==> src/rtl/core/llrc_pkg.sv <==
// ----------------------------------------------------------------------------
// llrc_pkg
// shared types, codes and constants of the luma ramp controller
// ----------------------------------------------------------------------------
package llrc_pkg;

  localparam int unsigned LEVEL_W = 12;
  localparam int unsigned CFG_IDX_W = 2;
  localparam int unsigned PROD_W = 21;

  // configuration register indexes
  localparam logic [CFG_IDX_W-1:0] CFG_RAW_LEVEL_MAX  = 2'd0;
  localparam logic [CFG_IDX_W-1:0] CFG_RAMP_MIN_DELTA = 2'd1;
  localparam logic [CFG_IDX_W-1:0] CFG_RAMP_STEP_SIZE = 2'd2;

  localparam logic [LEVEL_W-1:0] RAW_LEVEL_MAX_RST  = 12'd4095;
  localparam logic [LEVEL_W-1:0] RAMP_MIN_DELTA_RST = 12'd700;
  localparam logic [LEVEL_W-1:0] RAMP_STEP_SIZE_RST = 12'd512;
  localparam logic [LEVEL_W-1:0] STEP_FLOOR         = 12'd64;

  // luma weights and scaling
  localparam logic [15:0] LUMA_R = 16'd77;
  localparam logic [15:0] LUMA_G = 16'd150;
  localparam logic [15:0] LUMA_B = 16'd29;
  localparam logic [PROD_W-1:0] ROUND_BIAS = 21'd127;
  localparam logic [PROD_W-1:0] DIV_BASE   = 21'd255;
  localparam logic [29:0]       DIV_RECIP  = 30'd257;

  // light kinds
  localparam logic [2:0] KIND_BACKLIGHT = 3'd0;
  localparam logic [2:0] KIND_ATTENTION = 3'd3;

  // write targets
  localparam logic [2:0] TGT_BACKLIGHT = 3'd0;
  localparam logic [2:0] TGT_RED       = 3'd1;
  localparam logic [2:0] TGT_GREEN     = 3'd2;
  localparam logic [2:0] TGT_BLUE      = 3'd3;
  localparam logic [2:0] TGT_NONE      = 3'd4;

  // status codes
  localparam logic [1:0] STS_OK        = 2'd0;
  localparam logic [1:0] STS_BAD_MODE  = 2'd1;
  localparam logic [1:0] STS_BAD_KIND  = 2'd2;

  typedef struct packed {
    logic [2:0]  light_kind;
    logic [23:0] color;
    logic        lp_req;
  } in_item_t;

  typedef struct packed {
    logic [2:0]  write_target;
    logic [11:0] write_value;
    logic [1:0]  status_code;
    logic        last_of_run;
  } out_item_t;

  typedef enum logic [3:0] {
    ST_IDLE,
    ST_CLASS,
    ST_LUMA,
    ST_SCALE,
    ST_DIVIDE,
    ST_DECIDE,
    ST_RAMP,
    ST_GREEN,
    ST_BLUE
  } state_t;

  typedef enum logic [2:0] {
    EMIT_NONE,
    EMIT_BAD_MODE,
    EMIT_BAD_KIND,
    EMIT_RED,
    EMIT_GREEN,
    EMIT_BLUE,
    EMIT_RAMP,
    EMIT_TARGET
  } emit_t;

  typedef struct packed {
    logic  load_in;
    logic  calc_luma;
    logic  calc_prod;
    logic  calc_div;
    logic  calc_ramp;
    logic  step_ramp;
    logic  commit_level;
    emit_t emit;
  } cmd_t;

  typedef struct packed {
    logic is_backlight;
    logic is_rgb;
    logic lp_req;
    logic out_free;
    logic ramp_more;
  } sts_t;

endpackage

==> src/rtl/core/llrc_ctrl.sv <==
// ----------------------------------------------------------------------------
// llrc_ctrl
// sequencer: steps each request through decode, scaling and the write run
// ----------------------------------------------------------------------------
module llrc_ctrl (
  input  logic            clk,
  input  logic            rst,
  input  logic            in_valid,
  output logic            in_ready,
  input  llrc_pkg::sts_t  sts,
  output llrc_pkg::cmd_t  cmd
);

  llrc_pkg::state_t state, state_next;

  always_ff @(posedge clk) begin
    if (rst) begin
      state <= llrc_pkg::ST_IDLE;
    end else begin
      state <= state_next;
    end
  end

  // next state
  always_comb begin
    state_next = state;
    case (state)
      llrc_pkg::ST_IDLE: begin
        if (in_valid) begin
          state_next = llrc_pkg::ST_CLASS;
        end
      end
      llrc_pkg::ST_CLASS: begin
        if (sts.is_backlight && !sts.lp_req) begin
          state_next = llrc_pkg::ST_LUMA;
        end else if (sts.out_free) begin
          state_next = sts.is_rgb ? llrc_pkg::ST_GREEN : llrc_pkg::ST_IDLE;
        end
      end
      llrc_pkg::ST_LUMA:   state_next = llrc_pkg::ST_SCALE;
      llrc_pkg::ST_SCALE:  state_next = llrc_pkg::ST_DIVIDE;
      llrc_pkg::ST_DIVIDE: state_next = llrc_pkg::ST_DECIDE;
      llrc_pkg::ST_DECIDE: state_next = llrc_pkg::ST_RAMP;
      llrc_pkg::ST_RAMP: begin
        if (sts.out_free && !sts.ramp_more) begin
          state_next = llrc_pkg::ST_IDLE;
        end
      end
      llrc_pkg::ST_GREEN: begin
        if (sts.out_free) begin
          state_next = llrc_pkg::ST_BLUE;
        end
      end
      llrc_pkg::ST_BLUE: begin
        if (sts.out_free) begin
          state_next = llrc_pkg::ST_IDLE;
        end
      end
      default: state_next = llrc_pkg::ST_IDLE;
    endcase
  end

  // outputs
  always_comb begin
    in_ready         = 1'b0;
    cmd              = '0;
    cmd.emit         = llrc_pkg::EMIT_NONE;
    case (state)
      llrc_pkg::ST_IDLE: begin
        in_ready    = 1'b1;
        cmd.load_in = in_valid;
      end
      llrc_pkg::ST_CLASS: begin
        if (!(sts.is_backlight && !sts.lp_req) && sts.out_free) begin
          if (sts.is_backlight) begin
            cmd.emit = llrc_pkg::EMIT_BAD_MODE;
          end else if (sts.is_rgb) begin
            cmd.emit = llrc_pkg::EMIT_RED;
          end else begin
            cmd.emit = llrc_pkg::EMIT_BAD_KIND;
          end
        end
      end
      llrc_pkg::ST_LUMA:   cmd.calc_luma = 1'b1;
      llrc_pkg::ST_SCALE:  cmd.calc_prod = 1'b1;
      llrc_pkg::ST_DIVIDE: cmd.calc_div  = 1'b1;
      llrc_pkg::ST_DECIDE: cmd.calc_ramp = 1'b1;
      llrc_pkg::ST_RAMP: begin
        if (sts.out_free) begin
          if (sts.ramp_more) begin
            cmd.emit      = llrc_pkg::EMIT_RAMP;
            cmd.step_ramp = 1'b1;
          end else begin
            cmd.emit         = llrc_pkg::EMIT_TARGET;
            cmd.commit_level = 1'b1;
          end
        end
      end
      llrc_pkg::ST_GREEN: begin
        if (sts.out_free) begin
          cmd.emit = llrc_pkg::EMIT_GREEN;
        end
      end
      llrc_pkg::ST_BLUE: begin
        if (sts.out_free) begin
          cmd.emit = llrc_pkg::EMIT_BLUE;
        end
      end
      default: begin
        in_ready = 1'b0;
      end
    endcase
  end

endmodule

==> src/rtl/core/llrc_dp.sv <==
// ----------------------------------------------------------------------------
// llrc_dp
// datapath: config registers, luma, scaling divide, ramp counter, result reg
// ----------------------------------------------------------------------------
module llrc_dp (
  input  logic                             clk,
  input  logic                             rst,
  input  logic                             cfg_we,
  input  logic [llrc_pkg::CFG_IDX_W-1:0]   cfg_index,
  input  logic [llrc_pkg::LEVEL_W-1:0]     cfg_data,
  input  llrc_pkg::in_item_t               in_item,
  output logic                             out_valid,
  input  logic                             out_ready,
  output llrc_pkg::out_item_t              out_item,
  input  llrc_pkg::cmd_t                   cmd,
  output llrc_pkg::sts_t                   sts
);

  logic [11:0] raw_level_max;
  logic [11:0] ramp_min_delta;
  logic [11:0] ramp_step_size;
  logic [11:0] backlight_level;

  llrc_pkg::in_item_t req;
  logic [7:0]  luma;
  logic [20:0] prod;
  logic [11:0] target;
  logic        ramp_on;
  logic [12:0] ramp_val;

  logic [11:0] max_eff;
  logic [11:0] step_eff;
  logic [7:0]  red, green, blue;
  logic [15:0] luma_sum;
  logic [29:0] q_wide;
  logic [11:0] q_est;
  logic [20:0] rem;
  logic [11:0] q_fix;
  logic [11:0] target_next;
  llrc_pkg::out_item_t emit_item;

  // zero max acts as one, small steps floor at 64
  assign max_eff  = (raw_level_max == 12'd0) ? 12'd1 : raw_level_max;
  assign step_eff = (ramp_step_size < llrc_pkg::STEP_FLOOR) ? llrc_pkg::STEP_FLOOR
                                                            : ramp_step_size;

  assign red   = req.color[23:16];
  assign green = req.color[15:8];
  assign blue  = req.color[7:0];

  assign luma_sum = 16'(red) * llrc_pkg::LUMA_R + 16'(green) * llrc_pkg::LUMA_G
                  + 16'(blue) * llrc_pkg::LUMA_B;

  // x/255 as (x*257)>>16, low by at most one, fixed by a remainder check
  assign q_wide = 30'(prod) * llrc_pkg::DIV_RECIP;
  assign q_est  = q_wide[27:16];
  assign rem    = prod - 21'(q_est) * llrc_pkg::DIV_BASE;
  assign q_fix  = (rem >= llrc_pkg::DIV_BASE) ? q_est + 12'd1 : q_est;

  always_comb begin
    if (luma == 8'd0) begin
      target_next = 12'd0;
    end else if (q_fix == 12'd0) begin
      target_next = 12'd1;
    end else if (q_fix > max_eff) begin
      target_next = max_eff;
    end else begin
      target_next = q_fix;
    end
  end

  always_ff @(posedge clk) begin
    if (rst) begin
      raw_level_max   <= llrc_pkg::RAW_LEVEL_MAX_RST;
      ramp_min_delta  <= llrc_pkg::RAMP_MIN_DELTA_RST;
      ramp_step_size  <= llrc_pkg::RAMP_STEP_SIZE_RST;
      backlight_level <= 12'd0;
    end else begin
      if (cfg_we) begin
        case (cfg_index)
          llrc_pkg::CFG_RAW_LEVEL_MAX:  raw_level_max  <= cfg_data;
          llrc_pkg::CFG_RAMP_MIN_DELTA: ramp_min_delta <= cfg_data;
          llrc_pkg::CFG_RAMP_STEP_SIZE: ramp_step_size <= cfg_data;
          default: ;
        endcase
      end
      if (cmd.commit_level) begin
        backlight_level <= target;
      end
    end
  end

  always_ff @(posedge clk) begin
    if (cmd.load_in) begin
      req <= in_item;
    end
    if (cmd.calc_luma) begin
      luma <= luma_sum[15:8];
    end
    if (cmd.calc_prod) begin
      prod <= 21'(luma) * 21'(max_eff) + llrc_pkg::ROUND_BIAS;
    end
    if (cmd.calc_div) begin
      target <= target_next;
    end
    if (cmd.calc_ramp) begin
      ramp_on  <= (target > backlight_level) &&
                  ((target - backlight_level) > ramp_min_delta);
      ramp_val <= 13'(backlight_level) + 13'(step_eff);
    end else if (cmd.step_ramp) begin
      ramp_val <= ramp_val + 13'(step_eff);
    end
  end

  always_comb begin
    emit_item = '{write_target: llrc_pkg::TGT_NONE, write_value: 12'd0,
                  status_code: llrc_pkg::STS_OK, last_of_run: 1'b1};
    case (cmd.emit)
      llrc_pkg::EMIT_BAD_MODE: emit_item.status_code = llrc_pkg::STS_BAD_MODE;
      llrc_pkg::EMIT_BAD_KIND: emit_item.status_code = llrc_pkg::STS_BAD_KIND;
      llrc_pkg::EMIT_RED: begin
        emit_item.write_target = llrc_pkg::TGT_RED;
        emit_item.write_value  = 12'(red);
        emit_item.last_of_run  = 1'b0;
      end
      llrc_pkg::EMIT_GREEN: begin
        emit_item.write_target = llrc_pkg::TGT_GREEN;
        emit_item.write_value  = 12'(green);
        emit_item.last_of_run  = 1'b0;
      end
      llrc_pkg::EMIT_BLUE: begin
        emit_item.write_target = llrc_pkg::TGT_BLUE;
        emit_item.write_value  = 12'(blue);
      end
      llrc_pkg::EMIT_RAMP: begin
        emit_item.write_target = llrc_pkg::TGT_BACKLIGHT;
        emit_item.write_value  = ramp_val[11:0];
        emit_item.last_of_run  = 1'b0;
      end
      llrc_pkg::EMIT_TARGET: begin
        emit_item.write_target = llrc_pkg::TGT_BACKLIGHT;
        emit_item.write_value  = target;
      end
      default: ;
    endcase
  end

  // result register
  always_ff @(posedge clk) begin
    if (rst) begin
      out_valid <= 1'b0;
    end else if (cmd.emit != llrc_pkg::EMIT_NONE) begin
      out_valid <= 1'b1;
    end else if (out_ready) begin
      out_valid <= 1'b0;
    end
  end

  always_ff @(posedge clk) begin
    if (cmd.emit != llrc_pkg::EMIT_NONE) begin
      out_item <= emit_item;
    end
  end

  assign sts.is_backlight = (req.light_kind == llrc_pkg::KIND_BACKLIGHT);
  assign sts.is_rgb       = (req.light_kind != llrc_pkg::KIND_BACKLIGHT) &&
                            (req.light_kind <= llrc_pkg::KIND_ATTENTION);
  assign sts.lp_req       = req.lp_req;
  assign sts.out_free     = !out_valid || out_ready;
  assign sts.ramp_more    = ramp_on && (ramp_val < 13'(target));

endmodule

==> src/rtl/core/led_light_luma_ramp_controller_unit.sv <==
// ----------------------------------------------------------------------------
// led_light_luma_ramp_controller_unit
// backlight brightness ramp controller with rgb indicator writes
// ----------------------------------------------------------------------------
//
//  channel   handshake               payload
//  input     in_valid / in_ready     in_item   (light_kind, color, lp_req)
//  output    out_valid / out_ready   out_item  (write_target, write_value,
//                                               status_code, last_of_run)
//  config    cfg_we                  cfg_index, cfg_data (12 bit)
//
//  one request at a time; a result register lets the next item be taken
//  while the last result of a run still waits
//  refused kinds or low-persistence backlight: 1 result; rgb kinds: 3 results,
//  red, green and blue in that order, each as the result register frees
//  backlight: decode, luma, scale, divide and ramp setup in that order, then
//  one write per cycle paced by the ramp counter; out_ready low holds the run
//
module led_light_luma_ramp_controller_unit (
  input  logic                           clk,
  input  logic                           rst,
  input  logic                           in_valid,
  output logic                           in_ready,
  input  llrc_pkg::in_item_t             in_item,
  output logic                           out_valid,
  input  logic                           out_ready,
  output llrc_pkg::out_item_t            out_item,
  input  logic                           cfg_we,
  input  logic [llrc_pkg::CFG_IDX_W-1:0] cfg_index,
  input  logic [llrc_pkg::LEVEL_W-1:0]   cfg_data
);

  // command and status between sequencer and datapath
  llrc_pkg::cmd_t cmd;
  llrc_pkg::sts_t sts;

  llrc_ctrl u_ctrl (
    .clk      (clk),
    .rst      (rst),
    .in_valid (in_valid),
    .in_ready (in_ready),
    .sts      (sts),
    .cmd      (cmd)
  );

  // datapath holds config, current level, divide and the result register
  llrc_dp u_dp (
    .clk       (clk),
    .rst       (rst),
    .cfg_we    (cfg_we),
    .cfg_index (cfg_index),
    .cfg_data  (cfg_data),
    .in_item   (in_item),
    .out_valid (out_valid),
    .out_ready (out_ready),
    .out_item  (out_item),
    .cmd       (cmd),
    .sts       (sts)
  );

endmodule
==> config.mk <==
export PLATFORM = sky130hd
export DESIGN_NAME = led_light_luma_ramp_controller_unit
export DESIGN_NICKNAME = d
export VERILOG_FILES = /design/src/rtl/core/llrc_pkg.sv /design/src/rtl/core/llrc_ctrl.sv /design/src/rtl/core/llrc_dp.sv /design/src/rtl/core/led_light_luma_ramp_controller_unit.sv
export SDC_FILE = /design/constraint.sdc
export NUM_CORES = 1
export LEC_CHECK = 0
export ABC_AREA = 0
export CAP_MARGIN = 0
export CORE_MARGIN = 5
export CORE_UTILIZATION = 50
export DETAILED_ROUTE_END_ITERATION = 16
export DONT_BUFFER_PORTS = 1
export PLACE_DENSITY_LB_ADDON = 0.15
export SYNTH_ARGS = -nofsm -noshare
export SYNTH_HDL_FRONTEND = slang
export SYNTH_SLANG_ARGS = --single-unit
export TNS_END_PERCENT = 50
==> constraint.sdc <==
create_clock -name clk -period 16.75 [get_ports clk]
set_input_delay 2.5125 -clock clk [delete_from_list [all_inputs] [get_ports clk]]
set_output_delay 2.5125 -clock clk [all_outputs]
set_load 0.01 [all_outputs]
==> flow_metrics.py <==
metrics = {
    "outcome": {
        "status": "finished, final reports clean",
    },
    "floorplanning": {
        "io_pins": 67,
        "die_w_um": 204.1,
        "rows": 71,
        "core_um2": 37400,
        "die_h_um": 204.1,
        "initial_utilization_pct": 50.36,
        "dieArea_um2": 41650,
    },
    "grt": {
        "grt-ovfl-total": 0,
        "grt_pass1_wl_um": 72440,
        "antenna_found_initial": 0,
        "first_global_vias": 13790,
        "gr-usage-all-layers_pct": 21.93,
        "grt_max_degree": 54,
    },
    "timing": {
        "setup_tns_ps": 0,
        "finalWorstSetupSlack_ps": 5677,
        "rsz0062_at_grt": "no",
        "post-route-period-util_pct": 66.11,
        "skew_ps": 19.14,
        "clock.fmax_mhz": 90.31,
        "report.final.slew_viol_count": 0,
        "fin_hold_ws_ps": 451.6,
        "finalSetupViolations": 0,
        "slew_headroom_pct": 7.617,
        "finalHoldViolCount": 0,
        "worst_pin_slew_ps": 1375,
        "finalCriticalPeriod_ps": 11070,
    },
    "place": {
        "dpl.hpwl_um": 36990,
        "port_buffers": 0,
        "dp_slack_ps": 5688,
        "place.gp.congestion": 0.9085,
        "dp_cells": 2493,
    },
    "setup_path": {
        "critPathKind": "register to register",
        "rrSetupSlack_ps": 5680,
        "r2r_start": "u_dp.prod[3]",
        "ff2ff_path_depth": 38,
        "crit_path_start_kind": "register",
        "end_kind": "register",
        "cpPeakStageDelay_ps": 590,
        "crit_start": "u_dp.prod[3]",
        "crit_required_ps": 16920,
        "crit_path_top_delay_cell": "and4b_1",
        "endpoint": "u_dp.target[5]",
        "cp.arrival_ps": 11250,
        "r2r-end": "u_dp.target[5]",
        "critPathMaxFanout": 19,
    },
    "synth": {
        "synth_edf_count": 101,
        "synth_xor_area_share_pct": 3.993,
        "synth_top_family_by_area": "adder cells",
        "synth-compound-area-share_pct": 13.11,
        "synthMuxAreaShare_pct": 1.389,
        "yosys-top-cells-area": "fa_1 (19%), ha_1 (19%), edfxtp_1 (16%)",
        "yosys.area_share.simple_pct": 13.14,
        "synth_area_um2": 18830,
        "synthArstFlopShare_pct": 0,
        "synth_area_per_cell_um2": 9.277,
        "yosysMostFrequentCell": "inv_1",
        "ys_ff_latch": 154,
        "yosysWarnings": 0,
        "synthAdderAreaFrac_pct": 37.98,
        "yosys.area.top_type_share_pct": 19.13,
        "ys_seq_area_share_pct": 21.74,
        "yosys.cell_types.count": 82,
        "syn_inst": 2030,
        "syn-num-nets": 2539,
        "ys.flop_type": "edfxtp_1",
        "synth_top_area_cell": "fa_1",
        "yosys-top-cells-count": "inv_1 (367), ha_1 (282), fa_1 (180)",
    },
    "clock_network": {
        "clkSlewWorstSetupHoldPaths_ps": 60,
        "cts_tree": "done",
        "cts_buffer_depth": 2,
        "cts.htree.levels": 4,
        "cts_hold_buf": 0,
        "cts_num_sinks": 154,
        "ctsResizeCount": 0,
        "clockRootBuffer": "clkbuf_16",
        "postCtsSetupRepairBufs": 0,
        "cts_buffers": 17,
        "worstSkewPairLatency_ps": 460,
    },
    "drt": {
        "top_layer": "met4",
        "drcViolationCount": 0,
        "wirelength_met1_um": 20510,
        "initialDrtViolationCount": 871,
        "vias": 13820,
        "wl_per_cell_um": 17.58,
        "antenna_left": 0,
        "wl_met2_um": 20680,
        "vias_per_cell": 5.472,
        "dr.pass1.iters": 6,
        "routed_wl_um": 44400,
        "dr_wl_met3_um": 2486,
    },
    "finish": {
        "fillers": 3407,
        "antenna_cells": 0,
        "instances_no_fill": 2525,
        "nets": 2510,
        "drive_gt1_share_pct": 5.214,
        "syn2layout_area_growth_pct": 5.727,
    },
    "min_path": {
        "hold_path.class": "register to register",
    },
    "run": {
        "maxCapViolations": 0,
    },
}
==> area by class of cell <==
| type | count | area [µm²] | area share, % |
|---|---|---|---|
| inverter | 369 | 1385 | 6.956 |
| timing repair buffer | 13 | 97.59 | 0.4901 |
| sequential | 154 | 4094 | 20.56 |
| clock buffer | 21 | 462.9 | 2.325 |
| clock inverter | 11 | 110.1 | 0.5530 |
| multi-input combinational | 1446 | 13120 | 65.90 |
| tap | 511 | 639.4 | 3.211 |
==> layout by cell type (no fill, tap or decap), types with 18 or more instances in the layout <==
cell type,instances
nand2b_1,19
inv_1,367
clkbuf_16,18
xnor2_1,62
a21o_1,33
ha_1,282
edfxtp_1,101
nor2_1,132
dfxtp_1,53
nand4_1,20
nand2_1,163
a21oi_1,124
nor3_1,36
a211o_1,21
and2_1,54
o21ai_0,43
xor2_1,22
fa_1,180
==> kinds of logic (layout without fill, tap and decap cells) <==
| family | count (synthesis) | count (layout) |
|---|---|---|
| simple gates | 512 | 512 |
| flops | 154 | 154 |
| buf+inv | 430 | 414 |
| mux | 23 | 23 |
| xor+xnor | 85 | 85 |
| fa+ha+maj | 464 | 464 |
| compound gates | 362 | 362 |
==> metrics by stage <==
step,util (%),instance area [µm²]
global route,53.24,19910
detailed placement,51.71,19340
CTS,53.24,19910
floorplan,-,18830
global placement,51.71,19340
finish,53.24,19910
==> critical path: cells and delay by family (launching register included) <==
family | cells | cell delay, ps
fa+ha+maj | 9 | 3630
compound gates | 12 | 2890
simple gates | 8 | 1530
buf+inv | 6 | 880
mux | 2 | 800
xor+xnor | 1 | 530
flops | 1 | 520
==> worst min path at each step <==
stage	slack (ps)	from	end	cells past startpoint
floorplan	430	u_dp.ramp_step_size[0]	u_dp.ramp_step_size[0]	2
global placement	440	u_dp.ramp_step_size[4]	u_dp.ramp_step_size[4]	2
detailed placement	440	u_dp.ramp_min_delta[1]	u_dp.ramp_min_delta[1]	2
CTS	450	u_dp.ramp_min_delta[1]	u_dp.ramp_min_delta[1]	2
global route	460	u_dp.ramp_min_delta[1]	u_dp.ramp_min_delta[1]	2
finish	450	u_dp.ramp_step_size[4]	u_dp.ramp_step_size[4]	2
==> metal layers <==
| layer | global-route usage, % | vias to the layer above |
|---|---|---|
| met5 | 0 | - |
| met4 | 4.977 | 0 |
| met3 | 3.935 | 50 |
| met2 | 35.04 | 317 |
| met1 | 31.39 | 6720 |
| li1 | - | 6731 |
==> sequential cells by signal (all words and copies together), names as in the netlist, 3 cells and up <==
signal and count:
u_dp.luma 8, u_dp.blue 8, u_dp.raw_level_max 12, u_dp.ramp_val 13
u_dp.out_item 18, u_dp.red 8, u_dp.ramp_min_delta 12, u_dp.prod 21
u_ctrl.state 4, u_dp.target 12, u_dp.ramp_step_size 12, u_dp.green 8
u_dp.backlight_level 12, u_dp.req 3
Power is not shown: default switching activity piles up to over one toggle a cycle in this logic, so the estimate is an artifact.
